### src/rtl/tmvg_pkg.sv
// ----------------------------------------------------------------------------
// tmvg_pkg
// Shared types, constants and helpers for the torus mesh vertex generator.
// ----------------------------------------------------------------------------
`default_nettype none

package tmvg_pkg;

  localparam int MAX_SLICES      = 256;
  localparam int MAX_STACKS      = 256;
  localparam int SINE_TABLE_SIZE = 1024;

  localparam int CNT_W   = 9;
  localparam int FRAC_W  = 15;
  localparam int NUM_W   = CNT_W + FRAC_W;
  localparam int PHASE_W = $clog2(SINE_TABLE_SIZE);
  localparam int QTR_W   = PHASE_W - 2;
  localparam int QUARTER = SINE_TABLE_SIZE / 4;
  localparam int ONE14   = 16384;
  localparam int ONE15   = 32768;

  localparam int DIV_BITS   = 4;
  localparam int DIV_STAGES = NUM_W / DIV_BITS;

  localparam int ADDR_W = 4;

  typedef enum logic [1:0] {
    REG_TUBE_RADIUS,
    REG_RING_RADIUS,
    REG_SLICE_COUNT,
    REG_STACK_COUNT
  } reg_idx_t;

  typedef logic [14:0] qw_tab_t [0:QUARTER];

  typedef struct packed {
    logic [15:0] tex_u;
    logic [15:0] tex_v;
    logic [17:0] vertex_number;
    logic        tri_valid;
    logic [17:0] tri_base;
    logic        last;
  } vtx_meta_t;

  function automatic qw_tab_t qw_build();
    qw_tab_t     tab;
    logic [63:0] x;
    logic [63:0] x2;
    logic [63:0] acc;
    logic [63:0] res;
    for (int t = 0; t <= QUARTER; t++) begin
      if (t >= QUARTER) begin
        tab[t] = 15'(ONE14);
      end else begin
        x   = (64'(t) << 30) / QUARTER;
        x2  = (x * x) >> 30;
        acc = 64'd172272;
        acc = 64'd5026993 - ((x2 * acc) >> 30);
        acc = 64'd85569306 - ((x2 * acc) >> 30);
        acc = 64'd693598668 - ((x2 * acc) >> 30);
        acc = 64'd1686629713 - ((x2 * acc) >> 30);
        res = (x * acc) >> 30;
        res = (res + 64'd32768) >> 16;
        if (res > 64'(ONE14)) res = 64'(ONE14);
        tab[t] = 15'(res);
      end
    end
    return tab;
  endfunction

  localparam qw_tab_t QW_TAB = qw_build();

  function automatic logic signed [15:0] sine_at(input logic [PHASE_W-1:0] p);
    logic [QTR_W-1:0] off;
    logic [QTR_W:0]   t;
    logic [15:0]      mag;
    off = p[QTR_W-1:0];
    if (p[QTR_W]) t = (QTR_W+1)'(QUARTER) - {1'b0, off};
    else t = {1'b0, off};
    mag = 16'(QW_TAB[t]);
    return p[PHASE_W-1] ? -signed'(mag) : signed'(mag);
  endfunction

  function automatic logic signed [47:0] rnd14(input logic signed [47:0] v);
    logic signed [47:0] mag;
    mag = -v;
    if (v < 0) return -((mag + 48'sd8192) >>> 14);
    return (v + 48'sd8192) >>> 14;
  endfunction

  function automatic logic [CNT_W-1:0] clamp_count(input logic [CNT_W-1:0] v,
                                                    input logic [CNT_W-1:0] hi);
    if (v < CNT_W'(3)) return CNT_W'(3);
    if (v > hi) return hi;
    return v;
  endfunction

endpackage

`default_nettype wire

### src/rtl/tmvg_div.sv
// ----------------------------------------------------------------------------
// tmvg_div
// Pipelined restoring divider, a few quotient bits per stage.
// ----------------------------------------------------------------------------
`default_nettype none

module tmvg_div (
  input  wire logic                        clk,
  input  wire logic                        en,
  input  wire logic [tmvg_pkg::NUM_W-1:0]  num,
  input  wire logic [tmvg_pkg::CNT_W-1:0]  den,
  output logic      [tmvg_pkg::NUM_W-1:0]  quo
);

  localparam int NW = tmvg_pkg::NUM_W;
  localparam int DW = tmvg_pkg::CNT_W;
  localparam int NS = tmvg_pkg::DIV_STAGES;

  logic [DW-1:0] rem_d [0:NS];
  logic [NW-1:0] num_d [0:NS];
  logic [NW-1:0] quo_d [0:NS];

  assign rem_d[0] = '0;
  assign num_d[0] = num;
  assign quo_d[0] = '0;

  for (genvar s = 0; s < NS; s++) begin : g_stage
    logic [DW-1:0] r;
    logic [NW-1:0] n;
    logic [NW-1:0] q;
    logic [DW:0]   t;
    logic [DW-1:0] rem_q;
    logic [NW-1:0] num_q;
    logic [NW-1:0] quo_q;

    always_comb begin
      r = rem_d[s];
      n = num_d[s];
      q = quo_d[s];
      t = '0;
      for (int b = 0; b < tmvg_pkg::DIV_BITS; b++) begin
        t = {r, n[NW-1]};
        n = {n[NW-2:0], 1'b0};
        if (t >= {1'b0, den}) begin
          r = DW'(t - {1'b0, den});
          q = {q[NW-2:0], 1'b1};
        end else begin
          r = t[DW-1:0];
          q = {q[NW-2:0], 1'b0};
        end
      end
    end

    always_ff @(posedge clk) begin
      if (en) begin
        rem_q <= r;
        num_q <= n;
        quo_q <= q;
      end
    end

    assign rem_d[s+1] = rem_q;
    assign num_d[s+1] = num_q;
    assign quo_d[s+1] = quo_q;
  end

  assign quo = quo_d[NS];

endmodule

`default_nettype wire

### config.mk
export PLATFORM = sky130hd
export DESIGN_NAME = tmvg_div
export DESIGN_NICKNAME = d
export VERILOG_FILES = /design/src/rtl/tmvg_pkg.sv /design/src/rtl/tmvg_div.sv
export SDC_FILE = /design/constraint.sdc
export NUM_CORES = 1
export LEC_CHECK = 0
export ABC_AREA = 1
export CAP_MARGIN = 25
export CORE_MARGIN = 2
export CORE_UTILIZATION = 47
export CTS_CLUSTER_SIZE = 40
export DETAILED_ROUTE_END_ITERATION = 12
export DONT_BUFFER_PORTS = 1
export PLACE_DENSITY = 0.69
export SYNTH_ARGS = -nofsm -noshare
export SYNTH_HDL_FRONTEND = slang
export SYNTH_SLANG_ARGS = --single-unit
### constraint.sdc
create_clock -name clk -period 9.1 [get_ports clk]
set_input_delay 1.82 -clock clk [delete_from_list [all_inputs] [get_ports clk]]
set_output_delay 1.82 -clock clk [all_outputs]
set_load 0.01 [all_outputs]
# ---- Yosys cells after proc, flatten, opt, wreduce, memory -nomap -nowiden
# Cells that the tools add are included.
dict set report word_totals {
  reg_bits 189
  latchBits 0
  mem_bits_rw 0
  rom_bits 0
  in_bits 35
  output_inout_bits 24
  elab_cells 110
  mem_count 0
}
dict set report classes {
  addsub 23
  multipliers 0
  div_mod_pow 0
  magnitude_cmp 24
  n_eq_ne 0
  shift 0
  mux 47
  bitwise 0
  n_reduce_logical 0
}
# operator n
set ops {}
lappend ops {{10-bit by 9-bit >= comparator with 1-bit output} 23}
lappend ops {{9-bit two-way mux} 23}
lappend ops {{9-bit subtractor} 22}
lappend ops {{1-bit two-way mux} 24}
lappend ops {{1-bit by 9-bit >= comparator with 1-bit output} 1}
lappend ops {{1-bit by 9-bit subtractor with 9-bit output} 1}

# ---- Depth between registers and ports, before layout
# Gate-level depths: netlist of the first run.
dict set report logic_depth {
  word_depth 8
  depth_mapped 49
  ltp_nobuf 48
}

# ---- Worst setup path before layout of the first run
# No wires, ideal clock.
dict set report synth_path {
  kind {in2reg}
  start {in den[1] (netlist name)}
  end {reg g_stage[2].rem_q[0] (data pin)}
  setup_ns 0.130
  t_arrival_ns 8.619
  t_required_ns 8.970
  setup_slack_ns 0.351
  path_stages 43
  n_path_buf 2
  cell_sequence {inv_1 > ha_1 > nand2_1 > inv_1 > nand3_2 > nand2_4 > nor2_4 > nand2_4 > o21ai_0 > inv_1 > fa_1 > inv_1 > nand3_1 > nand2_1 > nand2_1 > nand2_1 > a21oi_4 > nand2_2 > (+7 left out) > nor2_1 > inv_1 > nand2_1 > nand3_1 > a21oi_1 > nand3_2 > buf_6 > nand2_1 > nand2_1 > fa_1 > nand3_1 > nand3_1 > a21oi_1 > o21ai_0 > a21boi_0 > a21boi_4 > nand3_1 > nand2_1}
}
dict set report synth_via {
  elab_chain_cells 8
  elab_cells_between_ends 11
  classes_between {add/sub (3); order compare (4); mux (4)}
}
# item line
set synth_lines {}
lappend synth_lines {{start: declaration} tmvg_div.sv:11} ;# input wire logic [tmvg_pkg::CNT_W-1:0] den,
lappend synth_lines {{9-bit subtractor or 10-bit by 9-bit >= comparator with 1-bit output (tied branches)} {tmvg_div.sv:45, tmvg_div.sv:44}}
lappend synth_lines {{9-bit two-way mux} tmvg_div.sv:44} ;# if (t >= {1'b0, den}) begin
lappend synth_lines {{9-bit subtractor or 10-bit by 9-bit >= comparator with 1-bit output (tied branches)} {tmvg_div.sv:45, tmvg_div.sv:44}}
lappend synth_lines {{9-bit two-way mux} tmvg_div.sv:44}
lappend synth_lines {{9-bit subtractor or 10-bit by 9-bit >= comparator with 1-bit output (tied branches)} {tmvg_div.sv:45, tmvg_div.sv:44}}
lappend synth_lines {{9-bit two-way mux} tmvg_div.sv:44}
lappend synth_lines {{10-bit by 9-bit >= comparator with 1-bit output *} tmvg_div.sv:44}
lappend synth_lines {{9-bit two-way mux *} tmvg_div.sv:44}
lappend synth_lines {{net g_stage[2].r[0]} tmvg_div.sv:28} ;# logic [DW-1:0] r;
lappend synth_lines {{end signal: assignment} tmvg_div.sv:56} ;# rem_q <= r;
lappend synth_lines {{end: declaration} tmvg_div.sv:32} ;# logic [DW-1:0] rem_q;
# Mark *: on every way through the listed nets, which the timed path passes. The rest lies on a longest branch.
# A chain may end at the register's enable or synchronous reset.

# ---- Worst setup path in the final report of the first run
dict set report layout_path {
  start {in den[2] (netlist name)}
  end {reg g_stage[1].rem_q[6] (data pin)}
}
dict set report layout_via {
  elab_chain_cells 8
  elab_cells_between_ends 12
  classes_between {add/sub (4); order compare (4); mux (4)}
}
# item line
set layout_lines {}
lappend layout_lines {{9-bit subtractor or 10-bit by 9-bit >= comparator with 1-bit output (tied branches)} {tmvg_div.sv:45, tmvg_div.sv:44}}
lappend layout_lines {{9-bit two-way mux} tmvg_div.sv:44}
lappend layout_lines {{9-bit subtractor or 10-bit by 9-bit >= comparator with 1-bit output (tied branches)} {tmvg_div.sv:45, tmvg_div.sv:44}}
lappend layout_lines {{9-bit two-way mux} tmvg_div.sv:44}
lappend layout_lines {{9-bit subtractor or 10-bit by 9-bit >= comparator with 1-bit output (tied branches)} {tmvg_div.sv:45, tmvg_div.sv:44}}
lappend layout_lines {{9-bit two-way mux} tmvg_div.sv:44}
lappend layout_lines {{9-bit subtractor or 10-bit by 9-bit >= comparator with 1-bit output (tied branches)} {tmvg_div.sv:45, tmvg_div.sv:44}}
lappend layout_lines {{9-bit two-way mux *} tmvg_div.sv:44}
lappend layout_lines {{net g_stage[1].r[6]} tmvg_div.sv:28}
lappend layout_lines {{end signal: assignment} tmvg_div.sv:56}
lappend layout_lines {{end: declaration} tmvg_div.sv:32}
# Marked as above.

==> results.json, run 1 <==
{
  "status": "complete, no violations",
  "viasPerCell": 5.300,
  "critPathKind": "input port to flip-flop",
  "die_h_um": 197.9,
  "worst_setup_path_end_kind": "flip-flop",
  "synth_xor_area_share_pct": 6.594,
  "hold_viol": 0,
  "worst_pin_slew_ns": 0.5389,
  "hpwlAfterDp_mm": 32.56,
  "synthFlopType": "edfxtp_1",
  "clock_skew_ns": 0.01212,
  "insertion_delay_ns": 0.50,
  "cts_tree": "built",
  "ant_nets": 0,
  "synth.mux.area_fraction_pct": 0,
  "syn_area_um2": 17660,
  "syn_to_final_growth_pct": 7.962,
  "fin_hold_ws_ns": 0.4166,
  "core.rowCount": 71,
  "syn_avg_cell_area_um2": 8.167,
  "drc": 0,
  "hold_path_class": "flip-flop to flip-flop",
  "grt_use_total_pct": 22.63,
  "layout-drive-gt1-share_pct": 10.68,
  "synth_top_family_by_area": "simple AND/OR/NAND/NOR gates",
  "synth_warnings": 0,
  "ios": 59,
  "async_reset_ff_share_pct": 0,
  "cts_buffers": 17,
  "die_w_um": 197.9,
  "slew_viol_final": 0,
  "grt_overflow_total": 0,
  "dr_total_vias": 14320,
  "drt_wl_total_mm": 42.37,
  "synth_edf_count": 189,
  "cp.required_ns": 9.46,
  "grt_pass1_vias": 13909,
  "ys_seq_area_share_pct": 32.13,
  "numPortBuffers": 0,
  "drtPass1Iterations": 6,
  "synth_compound_area_share_pct": 10.22,
  "cp-start-kind": "input port",
  "avgRoutedWirePerCell_um": 15.68,
  "start_util_pct": 47.34,
  "fp.dieArea_um2": 39150,
  "clk_pin_slew_ns": 0.08,
  "cts_resized": 0,
  "synth_cell_types": 50,
  "grt_setup_unrepaired": "false",
  "cts_buffer_depth": 2,
  "grt_max_degree": 190,
  "crit_slowest_cell": "fa_1",
  "synth-simple-area-share_pct": 26.73,
  "drt_iter0_markers": 1053,
  "h-tree-depth": 4,
  "r2r_slack_ns": 1.88,
  "diodes": 0,
  "antenna_found_initial": 0,
  "final_net_count": 2481,
  "grt_first_pass_wirelength_mm": 69.50,
  "clkSinkCount": 189,
  "core_area_um2": 37310,
  "tns_ns": 0,
  "cts_setup_buffers": 0,
  "slew_headroom_pct": 63.69,
  "drv_cap": 0,
  "period_needed_ns": 8.402,
  "max_freq_ghz": 0.1190,
  "syn_nets": 2429,
  "fin_crit_sh_pct": 92.33,
  "worstPathArrival_ns": 8.76,
  "globalplace.congestion": 0.9290,
  "ys_ff_latch": 189,
  "crit_top_cell": "nand2_1",
  "max_stage_delay_ns": 0.45,
  "synth_fa_ha_area_share_pct": 17.30,
  "cts_root_buffer": "clkbuf_16",
  "cp_max_fo": 16,
  "num-fill-cells": 3496,
  "finalSetupViolCount": 0,
  "ctsHoldBuffers": 0,
  "netlist_instances": 2163
}
==> registers in the layout, indices dropped and copies added, names as in the netlist <==
signal / cells
g_stage.num_q: 60
g_stage.quo_q: 60
g_stage.rem_q: 45
quo: 24
==> worst max-delay path: cells and delay by family <==
| family | cells | cell delay [ns] |
|---|---|---|
| AND/OR/NAND/NOR | 24 | 2.79 |
| buffers and inverters | 6 | 0.96 |
| adder cells (fa/ha/maj) | 4 | 1.46 |
| AO/OA/AOI/OAI | 9 | 1.73 |
==> layer usage <==
metal / routed length [um] / vias to the layer above / track usage, %
met4: 1203 / 0 / 9.217
met5: 0 / - / 0
met3: 1809 / 85 / 3.935
met1: 19770 / 6568 / 29.70
li1: - / 7342 / -
met2: 19580 / 325 / 37.01
==> area by class of cell <==
class                      instances  area, um2  share of cell area, %
tap                              474      593.1                  3.110
sequential                       189       5675                  29.76
multi-input combinational       1675      10750                  56.36
timing repair buffer              51      395.4                  2.073
inverter                         281       1057                  5.544
clock buffer                      18      429.2                  2.250
clock inverter                    14      172.7                 0.9054
==> Yosys cell counts, types with 2 or more instances <==
cell type	n	area [um2]
inv_1	268	1006
or2_2	4	25.02
xnor2_1	52	455.4
inv_2	12	45.04
ha_1	209	2615
nand2_4	11	123.9
fa_1	22	440.4
a31o_2	3	26.28
nor2_2	8	50.05
a21boi_0	3	22.52
a41oi_1	2	17.52
o21ai_2	24	210.2
xor2_1	81	709.4
a31oi_1	18	112.6
and3_1	2	12.51
nand3_1	136	680.7
buf_2	2	10.01
o21ai_1	27	135.1
o211ai_1	8	60.06
buf_6	9	101.4
nor2_1	92	345.3
nand2_2	42	262.8
edfxtp_1	189	5675
o21bai_1	19	142.6
nor2_4	7	78.83
a21oi_1	115	575.6
nand3_2	19	190.2
nor3_1	24	120.1
a21oi_4	3	48.80
nand4_1	25	156.4
buf_4	5	37.54
a21boi_4	3	56.30
a21oi_2	2	17.52
o21ai_0	55	275.3
nand3_4	8	140.1
a21o_1	8	60.06
nor2_8	6	120.1
nand3b_1	5	37.54
nand2_1	624	2342
==> cell families (layout without fill, tap and decap cells) <==
family | count (synthesis) | in the layout
flops | 189 | 189
simple gates | 1016 | 1016
xor+xnor | 133 | 133
buf+inv | 299 | 364
fa+ha+maj | 231 | 231
compound gates | 295 | 295
==> path summary, 6_finish.rpt <==
check                       start                   end  cells after the start
min reg2reg  g_stage[1].num_q[19]  g_stage[2].num_q[23]                      0
min          g_stage[1].num_q[19]  g_stage[2].num_q[23]                      0
max reg2reg  g_stage[0].num_q[23]   g_stage[1].rem_q[6]                     42
max                        den[2]   g_stage[1].rem_q[6]                     43
==> cell usage in the layout (no fill, tap or decap), types with 25 or more instances in the layout <==
cell type / instances
nand2_1: 624
inv_1: 267
ha_1: 209
edfxtp_1: 189
nand3_1: 136
a21oi_1: 115
nor2_1: 92
xor2_1: 81
o21ai_0: 55
xnor2_1: 52
buf_4: 50
nand2_2: 42
o21ai_1: 27
nand4_1: 25
==> per-stage QoR <==
stage / setup slack, ns / std cells / utilization, % / area (um2)
6_report: 0.6976 / 2702 / 51.11 / 19070
4_1_cts: 0.7631 / 2702 / 51.11 / 19070
2_1_floorplan: 0.3512 / 2163 / - / 17660
3_5_place_dp: 0.2275 / 2670 / 49.50 / 18470
5_1_grt: 0.1029 / 2702 / 51.11 / 19070
3_3_place_gp: 0.2206 / 2670 / 49.50 / 18470
Power of run 1 is not shown: default switching activity piles up to over one toggle a cycle in this logic, so the estimate is an artifact.
==> run 2, diff against run 1 <==
--- a/config.mk
+++ b/config.mk
@@ -7,12 +7,14 @@
 export LEC_CHECK = 0
 export ABC_AREA = 1
 export CAP_MARGIN = 25
+export CELL_PAD_IN_SITES_DETAIL_PLACEMENT = 1
+export CELL_PAD_IN_SITES_GLOBAL_PLACEMENT = 2
 export CORE_MARGIN = 2
-export CORE_UTILIZATION = 47
+export CORE_UTILIZATION = 35
 export CTS_CLUSTER_SIZE = 40
 export DETAILED_ROUTE_END_ITERATION = 12
 export DONT_BUFFER_PORTS = 1
-export PLACE_DENSITY = 0.69
+export PLACE_DENSITY = 0.8
 export SYNTH_ARGS = -nofsm -noshare
 export SYNTH_HDL_FRONTEND = slang
 export SYNTH_SLANG_ARGS = --single-unit
==> results.json, run 2 (synthesis gave the netlist of run 1 again) <==
{
  "rr_endpoint": "g_stage[3].rem_q[1]",
  "core_area_um2": 49970,
  "cts_tree": "built",
  "viasPerCell": 4.996,
  "drtPass1Iterations": 5,
  "ant_nets": 0,
  "grt_setup_unrepaired": "false",
  "worst_pin_slew_ns": 0.5846,
  "die_w_um": 228.7,
  "hold_path_class": "flip-flop to flip-flop",
  "h-tree-depth": 4,
  "worstPathArrival_ns": 8.70,
  "cts_buffers": 17,
  "final_common_cell": "nand2_1",
  "clkSinkCount": 189,
  "hold_viol": 0,
  "worst_setup_path_end_kind": "flip-flop",
  "reg2reg_from": "g_stage[2].num_q[23]",
  "syn_to_final_growth_pct": 9.520,
  "diodes": 0,
  "drt_wl_total_mm": 50.26,
  "finalSetupViolCount": 0,
  "crit_top_cell": "nand2_1",
  "core.rowCount": 82,
  "clk_pin_slew_ns": 0.09,
  "holdPathEnd": "g_stage[2].quo_q[9]",
  "status": "complete, no violations",
  "numPortBuffers": 0,
  "globalplace.congestion": 0.8727,
  "hp-start": "g_stage[1].quo_q[5]",
  "slew_viol_final": 0,
  "period_needed_ns": 8.452,
  "ios": 59,
  "hpwlAfterDp_mm": 39.30,
  "fin_crit_sh_pct": 92.87,
  "max_stage_delay_ns": 0.50,
  "grt_overflow_total": 0,
  "antenna_found_initial": 0,
  "clock_skew_ns": 0.01626,
  "layout-drive-gt1-share_pct": 10.86,
  "cts_root_buffer": "clkbuf_16",
  "max_freq_ghz": 0.1183,
  "fin_hold_ws_ns": 0.4021,
  "cp.required_ns": 9.35,
  "grt_pass1_vias": 15504,
  "drc": 0,
  "register_area_um2": 5675,
  "ctsHoldBuffers": 0,
  "critPathKind": "input port to flip-flop",
  "die_h_um": 228.7,
  "reg2reg_depth": 43,
  "hold-path-cell-count": 0,
  "avgRoutedWirePerCell_um": 17.32,
  "cp-start-kind": "input port",
  "grt_max_degree": 190,
  "r2r_slack_ns": 1.87,
  "insertion_delay_ns": 0.52,
  "drt_iter0_markers": 700,
  "reg_top3": "g_stage.num_q (60), g_stage.quo_q (60), g_stage.rem_q (45)",
  "slew_headroom_pct": 60.62,
  "most-common-layout-cells": "623 x nand2_1, 265 x inv_1, 209 x ha_1",
  "final_net_count": 2482,
  "cp_max_fo": 13,
  "grt_use_total_pct": 19.95,
  "cts_buffer_depth": 2,
  "start_util_pct": 35.35,
  "grt_first_pass_wirelength_mm": 81.81,
  "crit_slowest_cell": "fa_1",
  "dr_total_vias": 14492,
  "num-fill-cells": 6049,
  "fp.dieArea_um2": 52280,
  "drv_cap": 0,
  "multi_input_area_um2": 10750
}
==> run 2: cell count changes in the layout (fill, tap and decap cells not counted) <==
cell / before / now
nand2_2: 42 / 43
bufinv_16: 2 / 0
clkinv_2: 1 / 0
clkinvlp_4: 1 / 4
inv_6: 4 / 2
buf_4: 50 / 47
clkinv_4: 0 / 4
o21ai_1: 27 / 31
o21ai_0: 55 / 51
nand2_1: 624 / 623
buf_12: 1 / 5
inv_1: 267 / 265
==> run 2: cell type report <==
cell class                 count  share of cell area [%]
clock inverter                14                  0.6855
inverter                     281                   5.504
sequential                   189                   29.34
tap                          672                   4.346
timing repair buffer          52                   2.341
clock buffer                  18                   2.218
multi-input combinational   1675                   55.57
==> run 2: layer usage <==
metal / global-route usage, % / wire, um / up-vias / share of wire (%)
met5: 0 / 0 / - / 0
met4: 6.658 / 1244 / 0 / 2.5
met3: 3.705 / 1244 / 66 / 2.5
met2: 33.99 / 24030 / 131 / 48
met1: 25.39 / 23740 / 6929 / 47
li1: - / - / 7366 / -
==> run 2: critical path, delay by kind of cell <==
family	cells	cell delay, ns
AOI/OAI and AO/OA	16	2.52
adders and majority gates	4	1.51
and+or+nand+nor	13	1.48
buffers and inverters	7	1.32
==> run 2: stage by stage <==
stage	instance area, um2	utilization, %	setup TNS [ns]	std cells	setup WS [ns]
floorplan	17660	-	0	2163	0.3512
global placement	18720	37.46	-0.06920	2863	-0.06920
detailed placement	18720	37.46	-0.2282	2863	-0.2282
CTS	19280	38.58	0	2895	0.2948
global route	19350	38.72	0	2901	0.001459
finish	19350	38.72	0	2901	0.6485
==> run 2: worst max-delay path by stage <==
stage / from / end / cells after the start / slack (ns)
floorplan: den[1] / g_stage[2].rem_q[0] / 43 / 0.35
global placement: den[6] / quo[0] / 37 / -0.07
detailed placement: den[6] / quo[0] / 37 / -0.23
CTS: den[6] / quo[0] / 37 / 0.29
global route: den[1] / g_stage[4].rem_q[1] / 42 / 0.001
finish: den[6] / quo[0] / 40 / 0.65
==> run 2: what timing repair did <==
item	4_1_cts	5_1_grt
gates resized for setup	0	7
setup buffers	0	6
setup endpoints to repair	0	10
Power of run 2 is left out for the same reason.
